--- src/rtl/hdp_pkg.sv ---
`timescale 1ns / 1ps
// ----------------------------------------------------------------------------
// hdp_pkg
// Shared types, codes and helpers of the HTTP request head parser.
// ----------------------------------------------------------------------------
package hdp_pkg;

   // byte constants
   localparam logic [7:0] CTRL_MAX  = 8'h1F;
   localparam logic [7:0] CASE_STEP = 8'd32;
   localparam logic [7:0] CH_SPACE  = 8'h20;
   localparam logic [7:0] CH_QMARK  = 8'h3F;
   localparam logic [7:0] CH_COLON  = 8'h3A;
   localparam logic [7:0] CH_CR     = 8'h0D;
   localparam logic [7:0] CH_LF     = 8'h0A;
   localparam logic [7:0] CH_UPPER_A = 8'h41;
   localparam logic [7:0] CH_UPPER_Z = 8'h5A;

   // configuration register indexes
   localparam int unsigned CSR_IDX_W = 3;
   localparam int unsigned CSR_DATA_W = 16;
   localparam logic [CSR_IDX_W-1:0] CSR_METHOD_LIMIT   = 3'd0;
   localparam logic [CSR_IDX_W-1:0] CSR_PATH_LIMIT     = 3'd1;
   localparam logic [CSR_IDX_W-1:0] CSR_QUERY_LIMIT    = 3'd2;
   localparam logic [CSR_IDX_W-1:0] CSR_PROTOCOL_LIMIT = 3'd3;
   localparam logic [CSR_IDX_W-1:0] CSR_HEADER_LIMIT   = 3'd4;

   // parse stages; header stages count CR/LF bytes in a row
   typedef enum logic [3:0] {
      STG_METHOD   = 4'd0,
      STG_PATH     = 4'd1,
      STG_QUERY    = 4'd2,
      STG_PROTO    = 4'd3,
      STG_PROTO_CR = 4'd4,
      STG_HDR0     = 4'd5,
      STG_HDR1     = 4'd6,
      STG_HDR2     = 4'd7,
      STG_HDR3     = 4'd8,
      STG_BODY     = 4'd9
   } hdp_stage_type;

   typedef enum logic [2:0] {
      SEC_METHOD   = 3'd0,
      SEC_PATH     = 3'd1,
      SEC_QUERY    = 3'd2,
      SEC_PROTOCOL = 3'd3,
      SEC_HEADER   = 3'd4,
      SEC_BODY     = 3'd5,
      SEC_IGNORED  = 3'd6
   } hdp_section_type;

   typedef enum logic [2:0] {
      STATUS_OK  = 3'd0,
      STATUS_400 = 3'd1,
      STATUS_501 = 3'd2,
      STATUS_414 = 3'd3,
      STATUS_505 = 3'd4,
      STATUS_431 = 3'd5
   } hdp_status_type;

   // parser state carried from byte to byte
   typedef struct packed {
      hdp_stage_type  stage;
      logic [15:0]    count;
      logic           hdr_key;
      hdp_status_type verdict;
      logic           err;
   } hdp_state_type;

   localparam hdp_state_type STATE_RESET = '{
      stage:   STG_METHOD,
      count:   16'd0,
      hdr_key: 1'b1,
      verdict: STATUS_OK,
      err:     1'b0
   };

   // section length limits
   typedef struct packed {
      logic [7:0]  method;
      logic [15:0] path;
      logic [15:0] query;
      logic [7:0]  protocol;
      logic [15:0] header;
   } hdp_limits_type;

   // one result transaction
   typedef struct packed {
      logic [7:0]      out_byte;
      hdp_section_type section;
      logic            counted;
      logic            error_seen;
      hdp_status_type  status;
      logic            last;
   } hdp_result_type;

   // a zero limit behaves as one
   function automatic logic [15:0] hdp_eff_limit(input logic [15:0] lim);
      return (lim == 16'd0) ? 16'd1 : lim;
   endfunction

   // lower-case A-Z only
   function automatic logic [7:0] hdp_to_lower(input logic [7:0] b);
      return (b >= CH_UPPER_A && b <= CH_UPPER_Z) ? b + CASE_STEP : b;
   endfunction

endpackage

--- src/rtl/hdp_csr.sv ---
`timescale 1ns / 1ps
// ----------------------------------------------------------------------------
// hdp_csr
// Limit registers of the parser, written through a valid/ready port.
// ----------------------------------------------------------------------------
module hdp_csr (
   input  logic                            clock,
   input  logic                            reset,
   input  logic                            csr_valid,
   output logic                            csr_ready,
   input  logic [hdp_pkg::CSR_IDX_W-1:0]   csr_index,
   input  logic [hdp_pkg::CSR_DATA_W-1:0]  csr_wdata,
   output hdp_pkg::hdp_limits_type         limits
);
   import hdp_pkg::*;

   hdp_limits_type limits_ff;
   hdp_limits_type limits_in;

   // always able to take a write
   assign csr_ready = 1'b1;

   // register decode, unknown indexes are dropped
   always_comb begin
      limits_in = limits_ff;
      if (csr_valid) begin
         unique case (csr_index)
            CSR_METHOD_LIMIT:   limits_in.method   = csr_wdata[7:0];
            CSR_PATH_LIMIT:     limits_in.path     = csr_wdata;
            CSR_QUERY_LIMIT:    limits_in.query    = csr_wdata;
            CSR_PROTOCOL_LIMIT: limits_in.protocol = csr_wdata[7:0];
            CSR_HEADER_LIMIT:   limits_in.header   = csr_wdata;
            default:            limits_in = limits_ff;
         endcase
      end
   end

   always_ff @(posedge clock) begin
      if (reset) begin
         limits_ff.method   <= 8'd8;
         limits_ff.path     <= 16'd128;
         limits_ff.query    <= 16'd256;
         limits_ff.protocol <= 8'd16;
         limits_ff.header   <= 16'd2048;
      end else begin
         limits_ff <= limits_in;
      end
   end

   assign limits = limits_ff;

endmodule

--- src/rtl/hdp_step.sv ---
`timescale 1ns / 1ps
// ----------------------------------------------------------------------------
// hdp_step
// Per-byte classification: next parser state and the result transaction.
// ----------------------------------------------------------------------------
module hdp_step (
   input  hdp_pkg::hdp_state_type   cur,
   input  hdp_pkg::hdp_limits_type  limits,
   input  logic [7:0]               in_byte,
   input  logic                     in_last,
   output hdp_pkg::hdp_state_type   nxt,
   output hdp_pkg::hdp_result_type  res
);
   import hdp_pkg::*;

   logic [15:0]    cnt_inc;
   logic [7:0]     lower;
   logic           ctrl;
   logic           delim;
   logic           err_hit;
   hdp_status_type err_code;
   hdp_stage_type  hdr_inc;
   hdp_state_type  upd;

   assign cnt_inc = cur.count + 16'd1;
   assign lower   = hdp_to_lower(in_byte);
   assign ctrl    = (in_byte <= CTRL_MAX);
   assign delim   = (in_byte == CH_CR) || (in_byte == CH_LF);

   // header stage after one more CR/LF byte
   always_comb begin
      unique case (cur.stage)
         STG_HDR0: hdr_inc = STG_HDR1;
         STG_HDR1: hdr_inc = STG_HDR2;
         STG_HDR2: hdr_inc = STG_HDR3;
         default:  hdr_inc = STG_BODY;
      endcase
   end

   always_comb begin
      upd          = cur;
      err_hit      = 1'b0;
      err_code     = STATUS_OK;
      res.out_byte = in_byte;
      res.section  = SEC_IGNORED;
      res.counted  = 1'b0;

      if (!cur.err) begin
         // stage work
         unique case (cur.stage)
            STG_METHOD: begin
               res.out_byte = lower;
               res.section  = SEC_METHOD;
               if (in_byte == CH_SPACE) begin
                  if (cur.count == 16'd0) begin
                     err_hit  = 1'b1;
                     err_code = STATUS_501;
                  end else begin
                     upd.stage = STG_PATH;
                     upd.count = 16'd0;
                  end
               end else if (ctrl) begin
                  err_hit  = 1'b1;
                  err_code = STATUS_400;
               end else begin
                  res.counted = 1'b1;
                  upd.count   = cnt_inc;
                  if (cnt_inc >= hdp_eff_limit({8'd0, limits.method})) begin
                     err_hit  = 1'b1;
                     err_code = STATUS_501;
                  end
               end
            end
            STG_PATH: begin
               res.section = SEC_PATH;
               if (in_byte == CH_QMARK || in_byte == CH_SPACE) begin
                  if (cur.count == 16'd0) begin
                     err_hit  = 1'b1;
                     err_code = STATUS_414;
                  end else begin
                     upd.stage = (in_byte == CH_QMARK) ? STG_QUERY : STG_PROTO;
                     upd.count = 16'd0;
                  end
               end else if (ctrl) begin
                  err_hit  = 1'b1;
                  err_code = STATUS_400;
               end else begin
                  res.counted = 1'b1;
                  upd.count   = cnt_inc;
                  if (cnt_inc >= hdp_eff_limit(limits.path)) begin
                     err_hit  = 1'b1;
                     err_code = STATUS_414;
                  end
               end
            end
            STG_QUERY: begin
               res.section = SEC_QUERY;
               if (in_byte == CH_SPACE) begin
                  upd.stage = STG_PROTO;
                  upd.count = 16'd0;
               end else if (ctrl) begin
                  err_hit  = 1'b1;
                  err_code = STATUS_400;
               end else begin
                  res.counted = 1'b1;
                  upd.count   = cnt_inc;
                  if (cnt_inc >= hdp_eff_limit(limits.query)) begin
                     err_hit  = 1'b1;
                     err_code = STATUS_414;
                  end
               end
            end
            STG_PROTO, STG_PROTO_CR: begin
               res.out_byte = lower;
               res.section  = SEC_PROTOCOL;
               if (in_byte == CH_CR) begin
                  upd.stage = STG_PROTO_CR;
               end else if (in_byte == CH_LF) begin
                  if (cur.count == 16'd0) begin
                     err_hit  = 1'b1;
                     err_code = STATUS_505;
                  end else begin
                     upd.stage   = STG_HDR2;
                     upd.count   = 16'd0;
                     upd.hdr_key = 1'b1;
                  end
               end else if (ctrl) begin
                  err_hit  = 1'b1;
                  err_code = STATUS_400;
               end else begin
                  res.counted = 1'b1;
                  upd.count   = cnt_inc;
                  if (cnt_inc >= hdp_eff_limit({8'd0, limits.protocol})) begin
                     err_hit  = 1'b1;
                     err_code = (cur.stage == STG_PROTO) ? STATUS_505 : STATUS_400;
                  end
               end
            end
            STG_HDR0, STG_HDR1, STG_HDR2, STG_HDR3: begin
               res.section = SEC_HEADER;
               if (cur.hdr_key) begin
                  res.out_byte = lower;
               end
               if (in_byte == CH_COLON) begin
                  upd.hdr_key = 1'b0;
               end
               if (delim) begin
                  upd.hdr_key = 1'b1;
                  upd.stage   = hdr_inc;
               end else if (ctrl) begin
                  err_hit  = 1'b1;
                  err_code = STATUS_400;
               end else begin
                  upd.stage = STG_HDR0;
               end
               // header budget, CR and LF included
               if (!err_hit) begin
                  res.counted = 1'b1;
                  upd.count   = cnt_inc;
                  if (upd.stage == STG_BODY) begin
                     upd.count = 16'd0;
                  end else if (cnt_inc >= hdp_eff_limit(limits.header)) begin
                     err_hit  = 1'b1;
                     err_code = (upd.stage == STG_HDR3) ? STATUS_400 : STATUS_431;
                  end
               end
            end
            default: begin
               res.section = SEC_BODY;
               res.counted = 1'b1;
            end
         endcase

         // incomplete head on the final byte
         if (!err_hit && in_last) begin
            unique case (upd.stage)
               STG_METHOD: begin
                  err_hit  = 1'b1;
                  err_code = STATUS_501;
               end
               STG_PATH, STG_QUERY: begin
                  err_hit  = 1'b1;
                  err_code = STATUS_414;
               end
               STG_PROTO: begin
                  err_hit  = 1'b1;
                  err_code = STATUS_505;
               end
               STG_PROTO_CR: begin
                  err_hit  = 1'b1;
                  err_code = (upd.count == 16'd0) ? STATUS_505 : STATUS_400;
               end
               STG_HDR0, STG_HDR1, STG_HDR2: begin
                  err_hit  = 1'b1;
                  err_code = STATUS_431;
               end
               STG_HDR3: begin
                  err_hit  = 1'b1;
                  err_code = STATUS_400;
               end
               default: begin
                  err_hit = 1'b0;
               end
            endcase
         end

         // latch the verdict
         if (err_hit) begin
            upd.verdict = err_code;
            upd.err     = 1'b1;
         end
      end

      res.error_seen = upd.err;
      res.status     = upd.verdict;
      res.last       = in_last;

      // ready for the next buffer after the final byte
      nxt = in_last ? STATE_RESET : upd;
   end

endmodule

--- src/rtl/http_request_head_parser.sv ---
`timescale 1ns / 1ps
// An accepted byte is held in the input register; its result moves on to the
// result register when that is empty or the result side does not stall. One
// byte per cycle while rsp_stall is low, set by the state update between them.
// reset: synchronous, clears parser state and the valid bits of both
// pipeline registers and loads the default limits
// ----------------------------------------------------------------------------
// http_request_head_parser
// Byte-wide HTTP request head parser with section tagging, lower-casing
// of method, protocol and header keys, and length limit checks.
// ----------------------------------------------------------------------------
module http_request_head_parser (
   input  logic                            clock,
   input  logic                            reset,
   // input channel
   input  logic                            req_valid,
   output logic                            req_stall,
   input  logic [7:0]                      req_in_byte,
   input  logic                            req_end_of_buffer,
   // result channel
   output logic                            rsp_valid,
   input  logic                            rsp_stall,
   output logic [7:0]                      rsp_out_byte,
   output logic [2:0]                      rsp_section,
   output logic                            rsp_counted,
   output logic                            rsp_error_seen,
   output logic [2:0]                      rsp_status,
   output logic                            rsp_last,
   // configuration port
   input  logic                            csr_valid,
   output logic                            csr_ready,
   input  logic [hdp_pkg::CSR_IDX_W-1:0]   csr_index,
   input  logic [hdp_pkg::CSR_DATA_W-1:0]  csr_wdata
);
   import hdp_pkg::*;

   hdp_limits_type limits;
   hdp_state_type  state_ff;
   hdp_state_type  state_in;
   hdp_result_type res_in;
   hdp_result_type res_ff;

   logic       in_valid_ff;
   logic [7:0] in_byte_ff;
   logic       in_last_ff;
   logic       out_valid_ff;
   logic       advance;

   // limit registers
   hdp_csr u_csr (
      .clock     (clock),
      .reset     (reset),
      .csr_valid (csr_valid),
      .csr_ready (csr_ready),
      .csr_index (csr_index),
      .csr_wdata (csr_wdata),
      .limits    (limits)
   );

   // per-byte logic
   hdp_step u_step (
      .cur      (state_ff),
      .limits   (limits),
      .in_byte  (in_byte_ff),
      .in_last  (in_last_ff),
      .nxt      (state_in),
      .res      (res_in)
   );

   // move a byte from input register to result register
   assign advance   = in_valid_ff && (!out_valid_ff || !rsp_stall);
   assign req_stall = in_valid_ff && !advance;

   // valid bits and parser state
   always_ff @(posedge clock) begin
      if (reset) begin
         in_valid_ff  <= 1'b0;
         out_valid_ff <= 1'b0;
         state_ff     <= STATE_RESET;
      end else begin
         if (!req_stall) begin
            in_valid_ff <= req_valid;
         end
         if (advance) begin
            out_valid_ff <= 1'b1;
            state_ff     <= state_in;
         end else if (!rsp_stall) begin
            out_valid_ff <= 1'b0;
         end
      end
   end

   // payload registers
   always_ff @(posedge clock) begin
      if (!req_stall) begin
         in_byte_ff <= req_in_byte;
         in_last_ff <= req_end_of_buffer;
      end
      if (advance) begin
         res_ff <= res_in;
      end
   end

   // result transaction
   assign rsp_valid      = out_valid_ff;
   assign rsp_out_byte   = res_ff.out_byte;
   assign rsp_section    = res_ff.section;
   assign rsp_counted    = res_ff.counted;
   assign rsp_error_seen = res_ff.error_seen;
   assign rsp_status     = res_ff.status;
   assign rsp_last       = res_ff.last;

endmodule

--- config.mk ---
export PLATFORM = sky130hd
export DESIGN_NAME = http_request_head_parser
export DESIGN_NICKNAME = d
export VERILOG_FILES = /design/src/rtl/hdp_pkg.sv /design/src/rtl/hdp_csr.sv /design/src/rtl/hdp_step.sv /design/src/rtl/http_request_head_parser.sv
export SDC_FILE = /design/constraint.sdc
export NUM_CORES = 1
export LEC_CHECK = 0
export BUFFER_PORTS_ARGS = -buffer_cell sky130_fd_sc_hd__clkbuf_2
export CAP_MARGIN = 20
export CELL_PAD_IN_SITES_DETAIL_PLACEMENT = 1
export CELL_PAD_IN_SITES_GLOBAL_PLACEMENT = 2
export CORE_MARGIN = 8
export CORE_UTILIZATION = 38
export CTS_BUF_LIST = sky130_fd_sc_hd__clkbuf_2 sky130_fd_sc_hd__clkbuf_4 sky130_fd_sc_hd__clkbuf_8
export CTS_CLUSTER_SIZE = 16
export DETAILED_ROUTE_END_ITERATION = 7
export PLACE_DENSITY_LB_ADDON = 0.1
export SETUP_SLACK_MARGIN = 0.15
export SLEW_MARGIN = 20
export SYNTH_ARGS = -nofsm -noshare
export SYNTH_HDL_FRONTEND = slang
export SYNTH_SLANG_ARGS = --single-unit
--- constraint.sdc ---
create_clock -name clock -period 5.6 [get_ports clock]
set_input_delay 0.56 -clock clock [delete_from_list [all_inputs] [get_ports clock]]
set_output_delay 0.56 -clock clock [all_outputs]
set_load 0.02 [all_outputs]
### Word-level counts from Yosys, hierarchy flattened

Cells that the tools add are included.

| operators by class | value |
|---|---|
| add/subtract/negate cells | 2 |
| $lt $le $gt $ge | 8 |
| equal/unequal tests | 33 |
| mux-type cells | 102 |
| reduce and logical (&&, ||, !) cells | 35 |

Operator list:

| kind | count |
|---|---|
| 16-bit two-way mux | 10 |
| 20-bit one-hot mux with 5 select lines | 1 |
| 16-bit >= comparator | 5 |
| 16-bit logical NOT | 5 |
| 20-bit two-way mux | 3 |
| 3-bit two-way mux | 19 |
| 25-bit two-way mux | 2 |
| 4-bit two-way mux | 10 |
| 1-bit two-way mux | 38 |
| 4-bit by 3-bit == test with 1-bit output, second input constant | 8 |
| 8-bit two-way mux | 4 |
| 8-bit by 6-bit == test with 1-bit output, second input constant | 3 |
| 21-bit two-way mux | 1 |
| 4-bit one-hot mux with 5 select lines | 1 |
| 3-bit one-hot mux with 6 select lines | 1 |
| 17-bit two-way mux | 1 |
| 16-bit by 1-bit adder with 16-bit output, second input constant | 1 |
| 4-bit by 2-bit == test with 1-bit output, second input constant | 4 |
| 4-bit == test, second input constant | 4 |
| 8-bit by 4-bit == test with 1-bit output, second input constant | 2 |
| 8-bit logical NOT | 2 |
| 8-bit one-hot mux with 2 select lines | 1 |
| 3-bit one-hot mux with 5 select lines | 1 |
| 12-bit two-way mux | 1 |
| other kinds (28) | 52 |

| storage, ports and cells | value |
|---|---|
| register bits | 117 |
| input port bits | 33 |

### Logic depth before layout (Yosys ltp)

| logic depth | value |
|---|---|
| depth in word-level cells | 18 |
| depth in mapped cells | 16 |
| mapped depth without buffers | 15 |

### Cells and area by module

Synthesis repeated with hierarchy kept, for this count alone.

| second synthesis, totals | value |
|---|---|
| cells, all modules | 1114 |
| area, all modules | 9407.8 µm² |

By module, submodules not included:

| module | instances | cells an instance | area each (µm²) | seq. area each (µm²) |
|---|---|---|---|---|
| hdp_step | 1 | 732 | 4818.4 | 0.0 |
| hdp_csr | 1 | 239 | 2602.5 | 1281.2 |
| http_request_head_parser | 1 | 143 | 1986.9 | 1321.3 |

### Least setup slack after synthesis

No wires, ideal clock.

| timing path | value |
|---|---|
| path kind | register to register |
| from | reg state_ff[5] in the netlist's numbering |
| to | reg res_ff (netlist bit rsp_status[0]), data pin |
| data arrival time | 4.208 ns |
| required time | 5.346 ns |
| slack | 1.138 ns |
| stages on the path, launching flop included | 14 |
| buffers on the path | 0 |
| clock period less this slack | 4.462 ns |
| path through | dfxtp_1 -> ha_1 -> nand3_1 -> nor4_1 -> xor2_1 -> ha_1 -> and4_1 -> a221oi_1 -> o21ai_0 -> o311a_1 -> a211o_2 -> or4_4 -> a2bb2oi_1 -> o21a_1 |

RTL lines:

| element | RTL line | source |
|---|---|---|
| start: declaration | http_request_head_parser.sv:38 | `hdp_state_type state_ff;` |
| start signal: assignment | http_request_head_parser.sv:86 | `state_ff <= state_in;` |
| end signal: assignment | http_request_head_parser.sv:100 | `res_ff <= res_in;` |
| end: declaration | http_request_head_parser.sv:41 | `hdp_result_type res_ff;` |

==> flow_summary.ini <==
[clock_tree]
cts_resized = 0
cts_tree = done
clk_path_buf_depth = 2
cts_hold_buf = 0
cts.sinks = 117
clockRootBuffer = clkbuf_8
htree_levels = 4
clkSlewWorstSetupHoldPaths_ns = 0.08
cts_made_buffers = 17
cts_setup_buffers = 0
clock_latency_ns = 0.46

[grt]
grt_max_degree = 68
grt_first_pass_wirelength_microns = 42700
grt_pass1_vias = 7661
grt-ovfl-total = 0
grt_usage_pct = 20.9
antenna_found_initial = 0

[setup_path]
worstPathRequired_ns = 5.81
crit_path_top_delay_cell = or4_4
arrival_ns = 4.98
cp_num_buf_inv = 1
worst_r2r_path_depth = 15
critPathKind = flop to flop
max_stage_delay_ns = 0.56
path_cells = buf_4 > ha_1 > nand3_1 > nor3_1 > nand3_1 > xnor2_1 > ha_1 > and4_1 > a221oi_1 > o21ai_0 > o311a_1 > a211o_2 > or4_4 > a2bb2oi_1 > o21a_1
critical_path.top_delay_family = simple AND/OR/NAND/NOR gates
r2r-end = rsp_status[0]$_DFFE_PP_
crit-reg2reg-launch = state_ff[5]$_SDFFE_PP0P_
critPathCaptureType = flop
critPathMaxFanout = 12
startpoint_type = flop
r2r_slack_ns = 0.83

[synthesis]
synthFlopType = dfxtp_1
yosysUniqueCellTypes = 84
syn_avg_cell_area_sq_um = 7.78
synth_nets = 1108
synth-edff-count = 26
syn_inst = 1008
yosys_warnings = 0
async_flop_share_pct = 0
syn-cell-area_sq_mm = 0.00784
yosysSeqAreaShare_pct = 33.2
synth_seq_cells = 117

[route]
firstDrtPassIters = 5
wl_per_cell_microns = 20.0
wirelength_microns = 26500
vias_per_cell = 5.67
final_antenna_net_count = 0
dr_total_vias = 7495
drt-initial-drc-count = 433
drc = 0

[die]
initial_utilization_pct = 38.7
fp.dieH_microns = 160
rows = 52
core_area_sq_mm = 0.0202
ios = 53
die_w_microns = 160
die_area_sq_mm = 0.0255

[placement]
dp.cells = 1292
gp_congestion = 0.917
place_ws_ns = 0.865
hpwl_microns = 20000
io_buffers = 51

[hold_path]
min_path_type = input pin to flop
min_path_cells = 1
hp-start = req_in_byte[0]
holdPathEnd = in_byte_ff[0]$_DFFE_PN_

[finish]
fillers = 2540
final_nets = 1141
finalNonFillerCells = 1323
drive_above_1_share_pct = 11.7
layout_common_cells = 173 x nand2_1, 112 x a21oi_1, 91 x dfxtp_1
area_delta_synth_final_pct = 11.3
multiInputGateArea_sq_mm = 0.00469
diodes = 0
regArea_sq_mm = 0.00260
final_common_cell = nand2_1

[sta]
layout_min_cycle_time_ns = 4.77
relSlewSlack_pct = 42.7
fmax_ghz = 0.209
hold_viol = 0
tightest_slew_ns = 0.853
drv_slew = 0
setup_viol = 0
final.setup.tns_ns = 0
period_share_pct = 85.2
skew_ns = 0.0157
grt_setup_unrepaired = no
layout_setup_ws_ns = 0.826

[pwr]
power.internal_mw = 1.39
p_leak_nw = 3.43
combPwrFrac_pct = 9.2
p_sw_mw = 0.541
swShare_pct = 28.0
irDropWorstVdd_mv = 0.141
power_frac_clock_pct = 44.0
power_frac_seq_pct = 46.7
powerDensity_mw_per_mm2 = 222

[run_status]
status = completed

[run]
cap_viol_max_count = 0
-- layout make-up --
| type | instances | share of cell area, % |
|---|---|---|
| multi-input combinational | 757 | 53.8 |
| tap | 270 | 3.87 |
| clock buffer | 18 | 2.77 |
| clock inverter | 13 | 1.98 |
| sequential | 117 | 29.8 |
| timing repair buffer | 66 | 4.22 |
| inverter | 82 | 3.53 |
-- routing by layer --
layer | global-route usage (%) | vias to the layer above | wire [microns]
met3 | 3.32 | 41 | 983
met5 | 0 | - | 0
met4 | 6.73 | 0 | 542
li1 | - | 3675 | -
met1 | 27.2 | 3599 | 12400
met2 | 34.6 | 180 | 12600
-- how the worst max path moves through the flow --
| stage | slack [ns] | cells after the start | endpoint | startpoint |
|---|---|---|---|---|
| finish | 0.83 | 15 | rsp_status[0]$_DFFE_PP_ | state_ff[5]$_SDFFE_PP0P_ |
| global route | 0.51 | 15 | rsp_status[0]$_DFFE_PP_ | state_ff[5]$_SDFFE_PP0P_ |
| CTS | 0.83 | 15 | rsp_status[0]$_DFFE_PP_ | state_ff[5]$_SDFFE_PP0P_ |
| detailed placement | 0.87 | 15 | rsp_status[0]$_DFFE_PP_ | state_ff[5]$_SDFFE_PP0P_ |
| global placement | 0.91 | 15 | rsp_status[0]$_DFFE_PP_ | state_ff[5]$_SDFFE_PP0P_ |
| floorplan | 1.14 | 13 | rsp_status[0]$_DFFE_PP_ | state_ff[5]$_SDFFE_PP0P_ |
-- worst register-to-register path, delay by kind of cell, from the launching register on --
kind | cells | cell delay, ns
flops | 1 | 0.31
simple gates | 5 | 1.68
xor+xnor | 1 | 0.33
buf+inv | 1 | 0.23
fa+ha+maj | 2 | 0.58
compound gates | 6 | 1.39
-- cells by family (layout without fill, tap and decap cells) --
logic type / count (synthesis) / count (layout) / synth area share, %
other cells: 1 / 1 / 0.0478
xor+xnor: 17 / 17 / 1.90
buf+inv: 134 / 179 / 6.96
simple gates: 384 / 384 / 23.6
flops: 117 / 117 / 33.2
fa+ha+maj: 67 / 67 / 10.7
mux: 4 / 4 / 0.607
compound gates: 284 / 284 / 23.0
-- synthesized netlist by cell type, types with 6 or more instances --
| master | n | area [sq um] |
|---|---|---|
| nand2_1 | 173 | 649 |
| a21oi_1 | 112 | 561 |
| dfxtp_1 | 91 | 1820 |
| inv_1 | 82 | 308 |
| ha_1 | 67 | 838 |
| nor2_1 | 62 | 233 |
| o21ai_0 | 53 | 265 |
| clkbuf_1 | 39 | 146 |
| nand3_1 | 27 | 135 |
| edfxtp_1 | 26 | 781 |
| nor3_1 | 24 | 120 |
| nor4_1 | 20 | 125 |
| a22oi_1 | 13 | 97.6 |
| a21o_1 | 11 | 82.6 |
| a31oi_1 | 11 | 68.8 |
| a211oi_1 | 10 | 75.1 |
| xnor2_1 | 10 | 87.6 |
| nand2b_1 | 9 | 56.3 |
| nand4_1 | 9 | 56.3 |
| nor2b_1 | 7 | 43.8 |
| o211ai_1 | 7 | 52.6 |
| o31ai_1 | 7 | 52.6 |
| xor2_1 | 7 | 61.3 |
| and3_1 | 6 | 37.5 |
| or3_1 | 6 | 37.5 |
-- power by group through the flow --
stage	registers, mW	clock network (mW)	logic (mW)
CTS	0.904	0.876	0.181
floorplan	0.924	0	0.104
finish	0.904	0.852	0.179
detailed placement	0.924	0	0.180
global placement	0.923	0	0.178
global route	0.907	0.905	0.199
-- sequential cells by signal (all words and copies together), names as in the netlist, 3 cells and up --
name and cells:
in_byte_ff 8, rsp_section 3, u_csr.limits 64, rsp_out_byte 8
state_ff 25, rsp_status 3
-- metrics by stage --
step                util [%]  hold WS [ns]  power [mW]  cell area, sq um
detailed placement      41.1         0.451        1.10              8310
floorplan                  -         0.424        1.03              7840
global route            43.1         0.260        2.01              8720
global placement        41.1         0.443        1.10              8310
finish                  43.1         0.283        1.93              8720
CTS                     43.1         0.254        1.96              8720
No activity file was read; power rests on OpenSTA's default activity.
